File: config.mk
export PLATFORM = sky130hd
export DESIGN_NAME = torus_xy_route_generator_top
export DESIGN_NICKNAME = d
export VERILOG_FILES = /design/src/hdl/trg_pkg.sv /design/src/hdl/torus_xy_route_generator_top.sv /design/src/hdl/trg_front.sv /design/src/hdl/trg_queue.sv /design/src/hdl/trg_back.sv
export SDC_FILE = /design/constraint.sdc
export NUM_CORES = 1
export LEC_CHECK = 0
export BUFFER_PORTS_ARGS = -buffer_cell sky130_fd_sc_hd__clkbuf_2
export CORE_MARGIN = 4
export CORE_UTILIZATION = 56
export DETAILED_ROUTE_END_ITERATION = 16
export GPL_TIMING_DRIVEN = 1
export PLACE_DENSITY = 0.81
export SETUP_SLACK_MARGIN = 0.02
export SYNTH_ARGS = -nofsm -noshare
export SYNTH_HDL_FRONTEND = slang
export SYNTH_SLANG_ARGS = --single-unit
File: constraint.sdc
create_clock -name clk_i -period 7.3 [get_ports clk_i]
set_clock_uncertainty 0.05 [all_clocks]
set_input_delay 0.73 -clock clk_i [delete_from_list [all_inputs] [get_ports clk_i]]
set_output_delay 0.73 -clock clk_i [all_outputs]
set_load 0.1 [all_outputs]
File: src/hdl/trg_pkg.sv
`default_nettype none

package trg_pkg;

  // Widths of the request and hop fields
  localparam int NodeW     = 8;
  localparam int DimW      = 5;
  localparam int CoordW    = 4;
  localparam int MoveW     = 4;
  localparam int HopIdxW   = 5;
  localparam int CfgIndexW = 2;

  // Grid dimension limits
  localparam int MAX_DIM_DEFAULT = 16;
  localparam int HARD_DIM_CAP    = 16;
  localparam int MAX_MOVES       = HARD_DIM_CAP / 2;

  // Depth of the command queue between front and back
  localparam int QUEUE_DEPTH = 2;

  // Configuration register indexes
  localparam logic [CfgIndexW-1:0] CFG_GRID_ROWS = 2'd0;
  localparam logic [CfgIndexW-1:0] CFG_GRID_COLS = 2'd1;

  localparam logic [DimW-1:0] GRID_DIM_RESET = 5'd4;

  typedef struct packed {
    logic [NodeW-1:0] source_node;
    logic [NodeW-1:0] dest_node;
  } trg_req_t;

  typedef struct packed {
    logic [NodeW-1:0]   hop_node;
    logic [HopIdxW-1:0] hop_index;
    logic               last;
    logic               bad_request;
  } trg_hop_t;

  // Planned route handed from front to back
  typedef struct packed {
    logic              bad;
    logic [NodeW-1:0]  src_node;
    logic [CoordW-1:0] cur_row;
    logic [CoordW-1:0] cur_col;
    logic [MoveW-1:0]  col_cnt;
    logic [MoveW-1:0]  row_cnt;
    logic              col_down;
    logic              row_down;
    logic [DimW-1:0]   rows;
    logic [DimW-1:0]   cols;
  } trg_cmd_t;

  // Zero reads as one, anything above cap is clamped to cap
  function automatic logic [DimW-1:0] eff_dim(input logic [DimW-1:0] raw,
                                               input logic [DimW-1:0] cap);
    logic [DimW-1:0] d;
    d = raw;
    if (d == '0) d = DimW'(1);
    if (d > cap) d = cap;
    return d;
  endfunction

endpackage

`default_nettype wire

File: src/hdl/torus_xy_route_generator_top.sv
`default_nettype none

// Channel  | Direction | Handshake                  | Payload
// ---------+-----------+----------------------------+-------------------------------
// in       | input     | in_valid_i / in_ready_o    | in_req_i  (source, dest node)
// out      | output    | out_valid_o / out_ready_i  | out_hop_o (node, index, last, bad)
// cfg      | input     | cfg_valid_i / cfg_ready_o  | cfg_index_i, cfg_data_i
//
// Front takes a request when idle, divides both nodes by cols (one quotient bit per
// cycle), then pushes the plan into the 2-entry queue, waiting while it is full.
// Out-of-grid requests skip the divider. The back loads a plan only when idle and
// emits one hop per cycle while the output register is free, 1 to 17 hops per route.
// Reset is asynchronous, clears all control state and sets grid rows and cols to 4.
// A stalled output register holds the back; the queue then fills and in_ready_o drops.
module torus_xy_route_generator_top #(
  parameter int MAX_DIM = trg_pkg::MAX_DIM_DEFAULT
) (
  input  wire logic                          clk_i,
  input  wire logic                          rst_ni,
  input  wire logic                          in_valid_i,
  output logic                               in_ready_o,
  input  wire trg_pkg::trg_req_t             in_req_i,
  output logic                               out_valid_o,
  input  wire logic                          out_ready_i,
  output trg_pkg::trg_hop_t                  out_hop_o,
  input  wire logic                          cfg_valid_i,
  output logic                               cfg_ready_o,
  input  wire logic [trg_pkg::CfgIndexW-1:0] cfg_index_i,
  input  wire logic [trg_pkg::DimW-1:0]      cfg_data_i
);

  logic [trg_pkg::DimW-1:0] grid_rows_q, grid_cols_q;

  logic              cmd_valid, cmd_ready;
  trg_pkg::trg_cmd_t cmd;
  logic              q_valid, q_ready;
  trg_pkg::trg_cmd_t q_cmd;

  // Config writes are always taken; unknown indexes are dropped
  assign cfg_ready_o = 1'b1;

  always_ff @(posedge clk_i or negedge rst_ni) begin
    if (!rst_ni) begin
      grid_rows_q <= trg_pkg::GRID_DIM_RESET;
      grid_cols_q <= trg_pkg::GRID_DIM_RESET;
    end else if (cfg_valid_i) begin
      if (cfg_index_i == trg_pkg::CFG_GRID_ROWS) grid_rows_q <= cfg_data_i;
      if (cfg_index_i == trg_pkg::CFG_GRID_COLS) grid_cols_q <= cfg_data_i;
    end
  end

  // Front: classify the request and plan both rings
  trg_front #(
    .MAX_DIM(MAX_DIM)
  ) u_front (
    .clk_i       (clk_i),
    .rst_ni      (rst_ni),
    .in_valid_i  (in_valid_i),
    .in_ready_o  (in_ready_o),
    .in_req_i    (in_req_i),
    .grid_rows_i (grid_rows_q),
    .grid_cols_i (grid_cols_q),
    .cmd_valid_o (cmd_valid),
    .cmd_ready_i (cmd_ready),
    .cmd_o       (cmd)
  );

  // Short queue decouples planning from hop emission
  trg_queue u_queue (
    .clk_i       (clk_i),
    .rst_ni      (rst_ni),
    .in_valid_i  (cmd_valid),
    .in_ready_o  (cmd_ready),
    .in_cmd_i    (cmd),
    .out_valid_o (q_valid),
    .out_ready_i (q_ready),
    .out_cmd_o   (q_cmd)
  );

  // Back: walk columns then rows, one hop per cycle into the output register when it is free
  trg_back u_back (
    .clk_i       (clk_i),
    .rst_ni      (rst_ni),
    .cmd_valid_i (q_valid),
    .cmd_ready_o (q_ready),
    .cmd_i       (q_cmd),
    .out_valid_o (out_valid_o),
    .out_ready_i (out_ready_i),
    .out_hop_o   (out_hop_o)
  );

endmodule

`default_nettype wire

File: src/hdl/trg_front.sv
`default_nettype none

module trg_front #(
  parameter int MAX_DIM = trg_pkg::MAX_DIM_DEFAULT
) (
  input  wire logic                       clk_i,
  input  wire logic                       rst_ni,
  input  wire logic                       in_valid_i,
  output logic                            in_ready_o,
  input  wire trg_pkg::trg_req_t          in_req_i,
  input  wire logic [trg_pkg::DimW-1:0]   grid_rows_i,
  input  wire logic [trg_pkg::DimW-1:0]   grid_cols_i,
  output logic                            cmd_valid_o,
  input  wire logic                       cmd_ready_i,
  output trg_pkg::trg_cmd_t               cmd_o
);

  localparam int NodeW  = trg_pkg::NodeW;
  localparam int DimW   = trg_pkg::DimW;
  localparam int CoordW = trg_pkg::CoordW;
  localparam int MoveW  = trg_pkg::MoveW;
  localparam int StepW  = $clog2(NodeW);
  localparam int CapInt = (MAX_DIM < trg_pkg::HARD_DIM_CAP) ? MAX_DIM : trg_pkg::HARD_DIM_CAP;
  localparam logic [DimW-1:0] DimCap = DimW'(CapInt);

  typedef enum logic [1:0] {ST_IDLE, ST_DIVIDE, ST_PUSH} state_e;

  state_e             state_q;
  logic [StepW-1:0]   step_q;
  logic [NodeW-1:0]   src_q;
  logic [NodeW-1:0]   sdiv_q, ddiv_q;
  logic [CoordW-1:0]  srem_q, drem_q;
  logic [DimW-1:0]    rows_q, cols_q;
  logic               bad_q;

  logic [DimW-1:0]    rows_eff, cols_eff;
  logic [2*DimW-1:0]  total_w;
  logic               bad_w;
  logic [CoordW:0]    s_trial, d_trial;
  logic               s_ge, d_ge;
  logic [CoordW-1:0]  s_rem_nx, d_rem_nx;
  logic [MoveW:0]     col_plan, row_plan;
  logic               accept;

  // Pick the shorter way around one ring; tie goes up
  function automatic logic [MoveW:0] plan_dim(input logic [CoordW-1:0] sc,
                                              input logic [CoordW-1:0] dc,
                                              input logic [DimW-1:0]   size);
    logic [DimW:0]   sum;
    logic [DimW-1:0] up;
    logic [DimW-1:0] dn;
    sum = (DimW+1)'(dc) + (DimW+1)'(size) - (DimW+1)'(sc);
    up  = (sum >= {1'b0, size}) ? DimW'(sum - {1'b0, size}) : sum[DimW-1:0];
    dn  = (up == '0) ? '0 : DimW'(size - up);
    if (up <= dn) return {1'b0, up[MoveW-1:0]};
    return {1'b1, dn[MoveW-1:0]};
  endfunction

  assign rows_eff = trg_pkg::eff_dim(grid_rows_i, DimCap);
  assign cols_eff = trg_pkg::eff_dim(grid_cols_i, DimCap);
  assign total_w  = (2*DimW)'(rows_eff) * (2*DimW)'(cols_eff);
  assign bad_w    = ((2*DimW)'(in_req_i.source_node) >= total_w) ||
                    ((2*DimW)'(in_req_i.dest_node) >= total_w);

  assign in_ready_o = (state_q == ST_IDLE);
  assign accept     = in_valid_i && in_ready_o;

  // Restoring divide by cols, one quotient bit per cycle for both nodes
  assign s_trial  = {srem_q, sdiv_q[NodeW-1]};
  assign d_trial  = {drem_q, ddiv_q[NodeW-1]};
  assign s_ge     = s_trial >= cols_q;
  assign d_ge     = d_trial >= cols_q;
  assign s_rem_nx = s_ge ? CoordW'(s_trial - cols_q) : s_trial[CoordW-1:0];
  assign d_rem_nx = d_ge ? CoordW'(d_trial - cols_q) : d_trial[CoordW-1:0];

  assign col_plan = plan_dim(srem_q, drem_q, cols_q);
  assign row_plan = plan_dim(sdiv_q[CoordW-1:0], ddiv_q[CoordW-1:0], rows_q);

  assign cmd_valid_o = (state_q == ST_PUSH);
  always_comb begin
    cmd_o          = '0;
    cmd_o.bad      = bad_q;
    cmd_o.src_node = src_q;
    cmd_o.cur_row  = sdiv_q[CoordW-1:0];
    cmd_o.cur_col  = srem_q;
    cmd_o.col_cnt  = col_plan[MoveW-1:0];
    cmd_o.col_down = col_plan[MoveW];
    cmd_o.row_cnt  = row_plan[MoveW-1:0];
    cmd_o.row_down = row_plan[MoveW];
    cmd_o.rows     = rows_q;
    cmd_o.cols     = cols_q;
  end

  always_ff @(posedge clk_i or negedge rst_ni) begin
    if (!rst_ni) begin
      state_q <= ST_IDLE;
      step_q  <= '0;
    end else begin
      unique case (state_q)
        ST_IDLE: begin
          step_q <= '0;
          if (in_valid_i) begin
            state_q <= bad_w ? ST_PUSH : ST_DIVIDE;
          end
        end
        ST_DIVIDE: begin
          step_q <= step_q + StepW'(1);
          if (step_q == StepW'(NodeW - 1)) begin
            state_q <= ST_PUSH;
          end
        end
        ST_PUSH: begin
          if (cmd_ready_i) begin
            state_q <= ST_IDLE;
          end
        end
        default: state_q <= ST_IDLE;
      endcase
    end
  end

  always_ff @(posedge clk_i) begin
    if (accept) begin
      src_q  <= in_req_i.source_node;
      sdiv_q <= in_req_i.source_node;
      ddiv_q <= in_req_i.dest_node;
      srem_q <= '0;
      drem_q <= '0;
      rows_q <= rows_eff;
      cols_q <= cols_eff;
      bad_q  <= bad_w;
    end else if (state_q == ST_DIVIDE) begin
      sdiv_q <= {sdiv_q[NodeW-2:0], s_ge};
      ddiv_q <= {ddiv_q[NodeW-2:0], d_ge};
      srem_q <= s_rem_nx;
      drem_q <= d_rem_nx;
    end
  end

  // Only in-grid requests go through the divider
  a_divide_good: assert property (@(posedge clk_i) disable iff (!rst_ni)
    (state_q == ST_DIVIDE) |-> !bad_q)
    else $error("divider running on a bad request");

  // Remainders must land inside the column range
  a_rem_range: assert property (@(posedge clk_i) disable iff (!rst_ni)
    (state_q == ST_PUSH && !bad_q) |->
      ({1'b0, srem_q} < cols_q) && ({1'b0, drem_q} < cols_q))
    else $error("column remainder out of range");

endmodule

`default_nettype wire

File: src/hdl/trg_queue.sv
`default_nettype none

module trg_queue (
  input  wire logic              clk_i,
  input  wire logic              rst_ni,
  input  wire logic              in_valid_i,
  output logic                   in_ready_o,
  input  wire trg_pkg::trg_cmd_t in_cmd_i,
  output logic                   out_valid_o,
  input  wire logic              out_ready_i,
  output trg_pkg::trg_cmd_t      out_cmd_o
);

  localparam int Depth  = trg_pkg::QUEUE_DEPTH;
  localparam int PtrW   = (Depth > 1) ? $clog2(Depth) : 1;
  localparam int CountW = $clog2(Depth + 1);

  trg_pkg::trg_cmd_t   mem_q [Depth];
  logic [PtrW-1:0]     wr_ptr_q, rd_ptr_q;
  logic [CountW-1:0]   count_q;
  logic                push, pop;

  assign in_ready_o  = (count_q != CountW'(Depth));
  assign out_valid_o = (count_q != '0);
  assign push        = in_valid_i && in_ready_o;
  assign pop         = out_valid_o && out_ready_i;
  assign out_cmd_o   = mem_q[rd_ptr_q];

  always_ff @(posedge clk_i or negedge rst_ni) begin
    if (!rst_ni) begin
      wr_ptr_q <= '0;
      rd_ptr_q <= '0;
      count_q  <= '0;
    end else begin
      if (push) begin
        wr_ptr_q <= (wr_ptr_q == PtrW'(Depth - 1)) ? '0 : wr_ptr_q + PtrW'(1);
      end
      if (pop) begin
        rd_ptr_q <= (rd_ptr_q == PtrW'(Depth - 1)) ? '0 : rd_ptr_q + PtrW'(1);
      end
      if (push && !pop) count_q <= count_q + CountW'(1);
      else if (pop && !push) count_q <= count_q - CountW'(1);
    end
  end

  always_ff @(posedge clk_i) begin
    if (push) begin
      mem_q[wr_ptr_q] <= in_cmd_i;
    end
  end

  a_count_bound: assert property (@(posedge clk_i) disable iff (!rst_ni)
    count_q <= CountW'(Depth))
    else $error("queue count above depth");

endmodule

`default_nettype wire

File: src/hdl/trg_back.sv
`default_nettype none

module trg_back (
  input  wire logic              clk_i,
  input  wire logic              rst_ni,
  input  wire logic              cmd_valid_i,
  output logic                   cmd_ready_o,
  input  wire trg_pkg::trg_cmd_t cmd_i,
  output logic                   out_valid_o,
  input  wire logic              out_ready_i,
  output trg_pkg::trg_hop_t      out_hop_o
);

  localparam int NodeW   = trg_pkg::NodeW;
  localparam int DimW    = trg_pkg::DimW;
  localparam int CoordW  = trg_pkg::CoordW;
  localparam int MoveW   = trg_pkg::MoveW;
  localparam int HopIdxW = trg_pkg::HopIdxW;
  localparam int ProdW   = CoordW + DimW;

  logic                active_q;
  logic                bad_q;
  logic [NodeW-1:0]    src_q;
  logic [CoordW-1:0]   row_q, col_q;
  logic [MoveW-1:0]    col_left_q, row_left_q;
  logic                col_down_q, row_down_q;
  logic [DimW-1:0]     rows_q, cols_q;
  logic [HopIdxW-1:0]  hop_q;
  logic                out_valid_q;
  trg_pkg::trg_hop_t   out_q;

  logic                slot_free, emit, load, last_w;
  logic [ProdW-1:0]    node_w;
  logic [CoordW-1:0]   col_nx, row_nx;

  assign slot_free   = !out_valid_q || out_ready_i;
  assign emit        = active_q && slot_free;
  assign load        = !active_q && cmd_valid_i;
  assign cmd_ready_o = !active_q;
  assign last_w      = bad_q || ((col_left_q == '0) && (row_left_q == '0));
  assign node_w      = ProdW'(row_q) * ProdW'(cols_q) + ProdW'(col_q);

  // One wrapping step in each ring
  always_comb begin
    if (col_down_q) begin
      col_nx = (col_q == '0) ? CoordW'(cols_q - DimW'(1)) : col_q - CoordW'(1);
    end else begin
      col_nx = ({1'b0, col_q} == cols_q - DimW'(1)) ? '0 : col_q + CoordW'(1);
    end
    if (row_down_q) begin
      row_nx = (row_q == '0) ? CoordW'(rows_q - DimW'(1)) : row_q - CoordW'(1);
    end else begin
      row_nx = ({1'b0, row_q} == rows_q - DimW'(1)) ? '0 : row_q + CoordW'(1);
    end
  end

  assign out_valid_o = out_valid_q;
  assign out_hop_o   = out_q;

  always_ff @(posedge clk_i or negedge rst_ni) begin
    if (!rst_ni) begin
      active_q    <= 1'b0;
      out_valid_q <= 1'b0;
    end else begin
      if (load) begin
        active_q <= 1'b1;
      end else if (emit && last_w) begin
        active_q <= 1'b0;
      end
      if (emit) begin
        out_valid_q <= 1'b1;
      end else if (out_ready_i) begin
        out_valid_q <= 1'b0;
      end
    end
  end

  always_ff @(posedge clk_i) begin
    if (load) begin
      bad_q      <= cmd_i.bad;
      src_q      <= cmd_i.src_node;
      row_q      <= cmd_i.cur_row;
      col_q      <= cmd_i.cur_col;
      col_left_q <= cmd_i.col_cnt;
      row_left_q <= cmd_i.row_cnt;
      col_down_q <= cmd_i.col_down;
      row_down_q <= cmd_i.row_down;
      rows_q     <= cmd_i.rows;
      cols_q     <= cmd_i.cols;
      hop_q      <= '0;
    end else if (emit) begin
      hop_q <= hop_q + HopIdxW'(1);
      if (col_left_q != '0) begin
        col_q      <= col_nx;
        col_left_q <= col_left_q - MoveW'(1);
      end else if (row_left_q != '0) begin
        row_q      <= row_nx;
        row_left_q <= row_left_q - MoveW'(1);
      end
    end
    if (emit) begin
      out_q.hop_node    <= bad_q ? src_q : node_w[NodeW-1:0];
      out_q.hop_index   <= hop_q;
      out_q.last        <= last_w;
      out_q.bad_request <= bad_q;
    end
  end

  // Walk position stays on the grid
  a_pos_in_grid: assert property (@(posedge clk_i) disable iff (!rst_ni)
    (active_q && !bad_q) |-> ({1'b0, col_q} < cols_q) && ({1'b0, row_q} < rows_q))
    else $error("walk left the grid");

  // Never more than half the largest ring (MAX_MOVES) in either dimension
  a_moves_bound: assert property (@(posedge clk_i) disable iff (!rst_ni)
    (active_q && !bad_q) |->
      (col_left_q <= MoveW'(trg_pkg::MAX_MOVES)) && (row_left_q <= MoveW'(trg_pkg::MAX_MOVES)))
    else $error("planned moves exceed half a ring");

endmodule

`default_nettype wire

* Yosys cells after proc, flatten, opt, wreduce, memory -nomap -nowiden *
Memories as Yosys holds them, arrays and structs flattened.
Cells that the tools add are included.

word-level totals
  memories = 1
  output and inout bits = 18
  logic and storage cells = 179
  register bits after elaboration = 121
  memory bits (writable) = 74

cells by class
  equal/unequal tests = 11
  multipliers = 2
  reduce and logical (&&, ||, !) cells = 41
  add/sub/neg operators = 25
  mux-type cells = 57
  order comparisons = 10

memory list
  memory         depth  width  read ports  clocked after Yosys merged registers in  write ports  RTL line         source
  u_queue.mem_q  2      37     1           0                                        1            trg_queue.sv:18  trg_pkg::trg_cmd_t mem_q [Depth];

operators with widths
  operator                                                            count
  4-bit 2-to-1 mux                                                    22
  5-bit 2-to-1 mux                                                    12
  8-bit 2-to-1 mux                                                    5
  8-bit by 10-bit >= comparator with 1-bit output                     2
  5-bit logical NOT                                                   4
  5-bit subtractor                                                    4
  2-bit nonzero test                                                  9
  4-bit logical NOT                                                   4
  4-bit by 1-bit subtractor with 4-bit output, second input constant  4
  4-bit by 5-bit adder with 6-bit output                              2
  6-bit by 5-bit >= comparator with 1-bit output                      2
  2-bit 2-to-1 mux                                                    6
  6-bit by 4-bit subtractor with 6-bit output                         2
  4-bit by 5-bit == test with 1-bit output                            2
  5-bit >= comparator                                                 2
  5-bit greater-than comparator, second input constant                2
  5-bit <= comparator                                                 2
  5-bit by 5-bit multiplier with 10-bit output                        1
  1-bit 2-to-1 mux                                                    10
  5-bit by 1-bit subtractor with 5-bit output, second input constant  2
  4-bit by 1-bit adder with 4-bit output, second input constant       2
  8-bit by 4-bit adder with 8-bit output                              1
  1-bit logical AND                                                   8
  4-bit by 5-bit multiplier with 8-bit output                         1
  other kinds (19)                                                    35

* Longest topological paths before layout *
  depth after elaboration = 10
  mapped depth = 30

* Cells and area by module *
From an unflattened synthesis, not the netlist that was laid out.

second synthesis, totals
  cell total of the unflattened synthesis = 1058
  area, all modules = 12154.2 um2

modules (own cells, without submodules)
  module                        area an instance (um2)  times used  cells each  seq. area each (um2)
  trg_front                     5250.0                  1           572         1336.3
  trg_back                      3554.7                  1           329         1711.6
  trg_queue                     2946.6                  1           133         2322.2
  torus_xy_route_generator_top  402.9                   1           24          252.7

* Worst setup path before layout *
OpenSTA, ideal clock, no wires.

  kind = register to register
  start = reg u_front.cols_q[1]
  end = mem u_queue.mem_q[0][17] in the netlist's numbering (data pin)
  clock period less this slack = 6.001 ns
  path slack = 1.299 ns
  buffers on the path = 0
  required time = 6.973 ns
  library setup time = 0.277 ns
  data arrival time = 5.674 ns
  cell stages (with the launch flop) = 30
  cells stage by stage = edfxtp_1 inv_1 fa_1 inv_1 fa_1 a21o_1 a21oi_1 xnor2_1 ha_1 inv_1 o22ai_1 and4b_1 nor2_2 nand2_1 o21ai_0 inv_1 fa_1 inv_1 a21o_1 a21oi_1 xnor2_1 xnor2_1 nand2_1 ha_1 and4_1 nand2_1 nor2_1 mux2i_1 o221a_2 mux2i_1

RTL lines
  what                      RTL line          source
  start: declaration        trg_front.sv:33   logic [DimW-1:0] rows_q, cols_q;
  start signal: assignment  trg_front.sv:130  cols_q <= cols_eff;
  end: declaration          trg_queue.sv:18

==> results.sh <==
export IMPL_synthesis_area_um2=11900
export IMPL_htreeDepth=4
export IMPL_first_pass_iters=4
export IMPL_syn_avg_cell_area_um2=11.4
export IMPL_slew_headroom_pct=19.7
export IMPL_yosys_warnings=0
export IMPL_routabilityCongestion=0.883
export IMPL_worst_setup_path_start_kind="register"
export IMPL_grt_usage_pct=19.2
export IMPL_crit_slowest_cell="fa_1"
export IMPL_placed_cells=1341
export IMPL_cts_root_buf="clkbuf_16"
export IMPL_port_buffers=44
export IMPL_maxSlewViolCount=0
export IMPL_grt_max_degree=45
export IMPL_final_common_cell="edfxtp_1"
export IMPL_core_um2=21000
export IMPL_final_cell_mix="edfxtp_1, inv_1, ha_1"
export IMPL_overflow=0
export IMPL_final_net_count=1255
export IMPL_ys_seq_area_share_pct=47.3
export IMPL_synthCells=1047
export IMPL_yosys_cell_types_count=73
export IMPL_diodes=0
export IMPL_period_minus_slack_ps=6400
export IMPL_rows=53
export IMPL_die_y_um=154
export IMPL_grt_pass1_wl_mm=37.1
export IMPL_synth_seq_cells=195
export IMPL_clock_sinks=195
export IMPL_timing_final_crit_share_pct=87.7
export IMPL_ant_nets=0
export IMPL_die_w_um=154
export IMPL_cp_end_kind="register"
export IMPL_pin_count=46
export IMPL_rsz0062_at_grt="no"
export IMPL_post_route_util_pct=61.8
export IMPL_path_class="register to register"
export IMPL_clkTransAtPathRegs_ps=80
export IMPL_crit_fanout=7
export IMPL_drt_initial_drc_count=533
export IMPL_clk_path_buf_depth=2
export IMPL_drive_above_1_share_pct=12.6
export IMPL_cts_tree="done"
export IMPL_setup_viol=0
export IMPL_fmaxAchievable_mhz=156
export IMPL_avgViaCountPerCell=5.57
export IMPL_cp_slowest_stage_delay_ps=450
export IMPL_clk_latency_ps=430
export IMPL_synth_edf_count=161
export IMPL_syn_nets=1216
export IMPL_async_reset_ff_share_pct=10.8
export IMPL_wl_per_cell_um=16.3
export IMPL_critPathArrivalTime_ps=6610
export IMPL_grt_pass1_vias=7555
export IMPL_status="completed"
export IMPL_fin_tns_setup_ps=0
export IMPL_drv_cap=0
export IMPL_required_ps=7510
export IMPL_totalWireLength_mm=22.4
export IMPL_path_common_cell="inv_1"
export IMPL_vias=7658
export IMPL_cts_hold_buffers=0
export IMPL_syn2layout_area_growth_pct=8.85
export IMPL_drc=0
export IMPL_die_area_um2=23600
export IMPL_worst_slew_pin_slew_ps=1190
export IMPL_holdCritPathClass="input port to asynchronous set/reset pin"
export IMPL_initial_core_util_pct=56.8
export IMPL_numCtsBuffers=17
export IMPL_hold_viol=0
export IMPL_reg2reg_depth=30
export IMPL_synth_flop_cell="edfxtp_1"
export IMPL_antenna_found_initial=0
export IMPL_finalNonFillerCells=1374
export IMPL_dp_hpwl_mm=16.7
## cell families (layout without fill, tap and decap cells)
| group | count (synthesis) | count (layout) | synth area share [%] |
|---|---|---|---|
| DFF | 195 | 195 | 47.3 |
| AOI/OAI and AO/OA | 172 | 172 | 9.79 |
| muxes | 73 | 73 | 6.60 |
| adders and majority gates | 141 | 141 | 16.8 |
| and+or+nand+nor | 253 | 253 | 10.1 |
| xor gates and xnor gates | 63 | 63 | 4.64 |
| buffers and inverters | 149 | 201 | 4.82 |
| other | 1 | 1 | 0.0315 |
## flip-flops by register name (all words and copies together) (netlist names), 8 cells and up
name and count:
u_back.src_q 8, u_queue.mem_q 74, u_back.out_hop_o 15, u_front.src_q 8
u_front.ddiv_q 8, u_front.sdiv_q 8
## synthesized netlist by cell type, types with 6 or more instances
master / n / area, um2
edfxtp_1: 161 / 4830
inv_1: 117 / 439
ha_1: 110 / 1380
nand2_1: 90 / 338
nor2_1: 59 / 221
a21oi_1: 51 / 255
mux2_2: 39 / 439
xnor2_1: 38 / 333
mux2i_1: 32 / 320
fa_1: 31 / 621
o21ai_0: 31 / 155
a21o_1: 30 / 225
xor2_1: 25 / 219
clkbuf_1: 24 / 90.1
dfrtp_1: 19 / 475
nand2b_1: 18 / 113
nor3_1: 16 / 80.1
dfxtp_1: 13 / 260
nor2b_1: 13 / 81.3
and2_1: 12 / 75.1
nand3_1: 12 / 60.1
a211oi_1: 6 / 45.0
and3_1: 6 / 37.5
## metrics by stage
step	setup WS, ps	hold slack [ps]	area, um2
after floorplan	1300	371	11900
final	901	230	13000
after global placement	882	375	12400
after global routing	256	256	13000
after CTS	657	234	12900
after detailed placement	674	384	12400
## worst max-delay path, delay by kind of cell, from the launching register on
kind,cells,cell delay (ps)
fa+ha+maj,6,2190
compound gates,7,1250
simple gates,7,1080
buf+inv,5,490
xor+xnor,3,460
mux,2,390
flops,1,340
## repair_timing
item,in CTS,in global routing
gates resized for setup,0,0
setup endpoints to repair,0,2
hold endpoints to repair,0,0
buffers inserted,0,1
## per-layer routing
metal / vias up / global-route usage (%) / share of wire [%]
met1: 3707 / 26.2 / 46
met4: 0 / 4.88 / 1.2
li1: 3756 / - / -
met2: 173 / 32.1 / 49
met5: - / 0 / 0
met3: 22 / 3.63 / 4.3
## worst paths after layout
path | end | slack (ps) | startpoint
worst max-delay path | u_queue.mem_q[0][17] | 900 | u_front.drem_q[0]
worst min-delay path | grid_rows_q[3] | 230 | rst_ni
worst max register to register | u_queue.mem_q[0][17] | 900 | u_front.drem_q[0]
worst min register to register | u_queue.mem_q[0][36] | 390 | u_front.bad_q
max in group asynchronous | u_front.state_q[0] | 6580 | rst_ni
min in group clk_i | u_queue.mem_q[0][36] | 390 | u_front.bad_q
## layout make-up
class	count	area (um2)
clock inverters	15	138
fillers	1654	8000
repair buffers	50	265
well taps	275	344
flip-flops and latches	195	5620
multi-input cells	703	5710
clock buffers	17	425
inverters	119	447
Power is left out: the tool's default activity adds up to more than one toggle a clock period on the data nets, which glitch-free logic cannot reach.
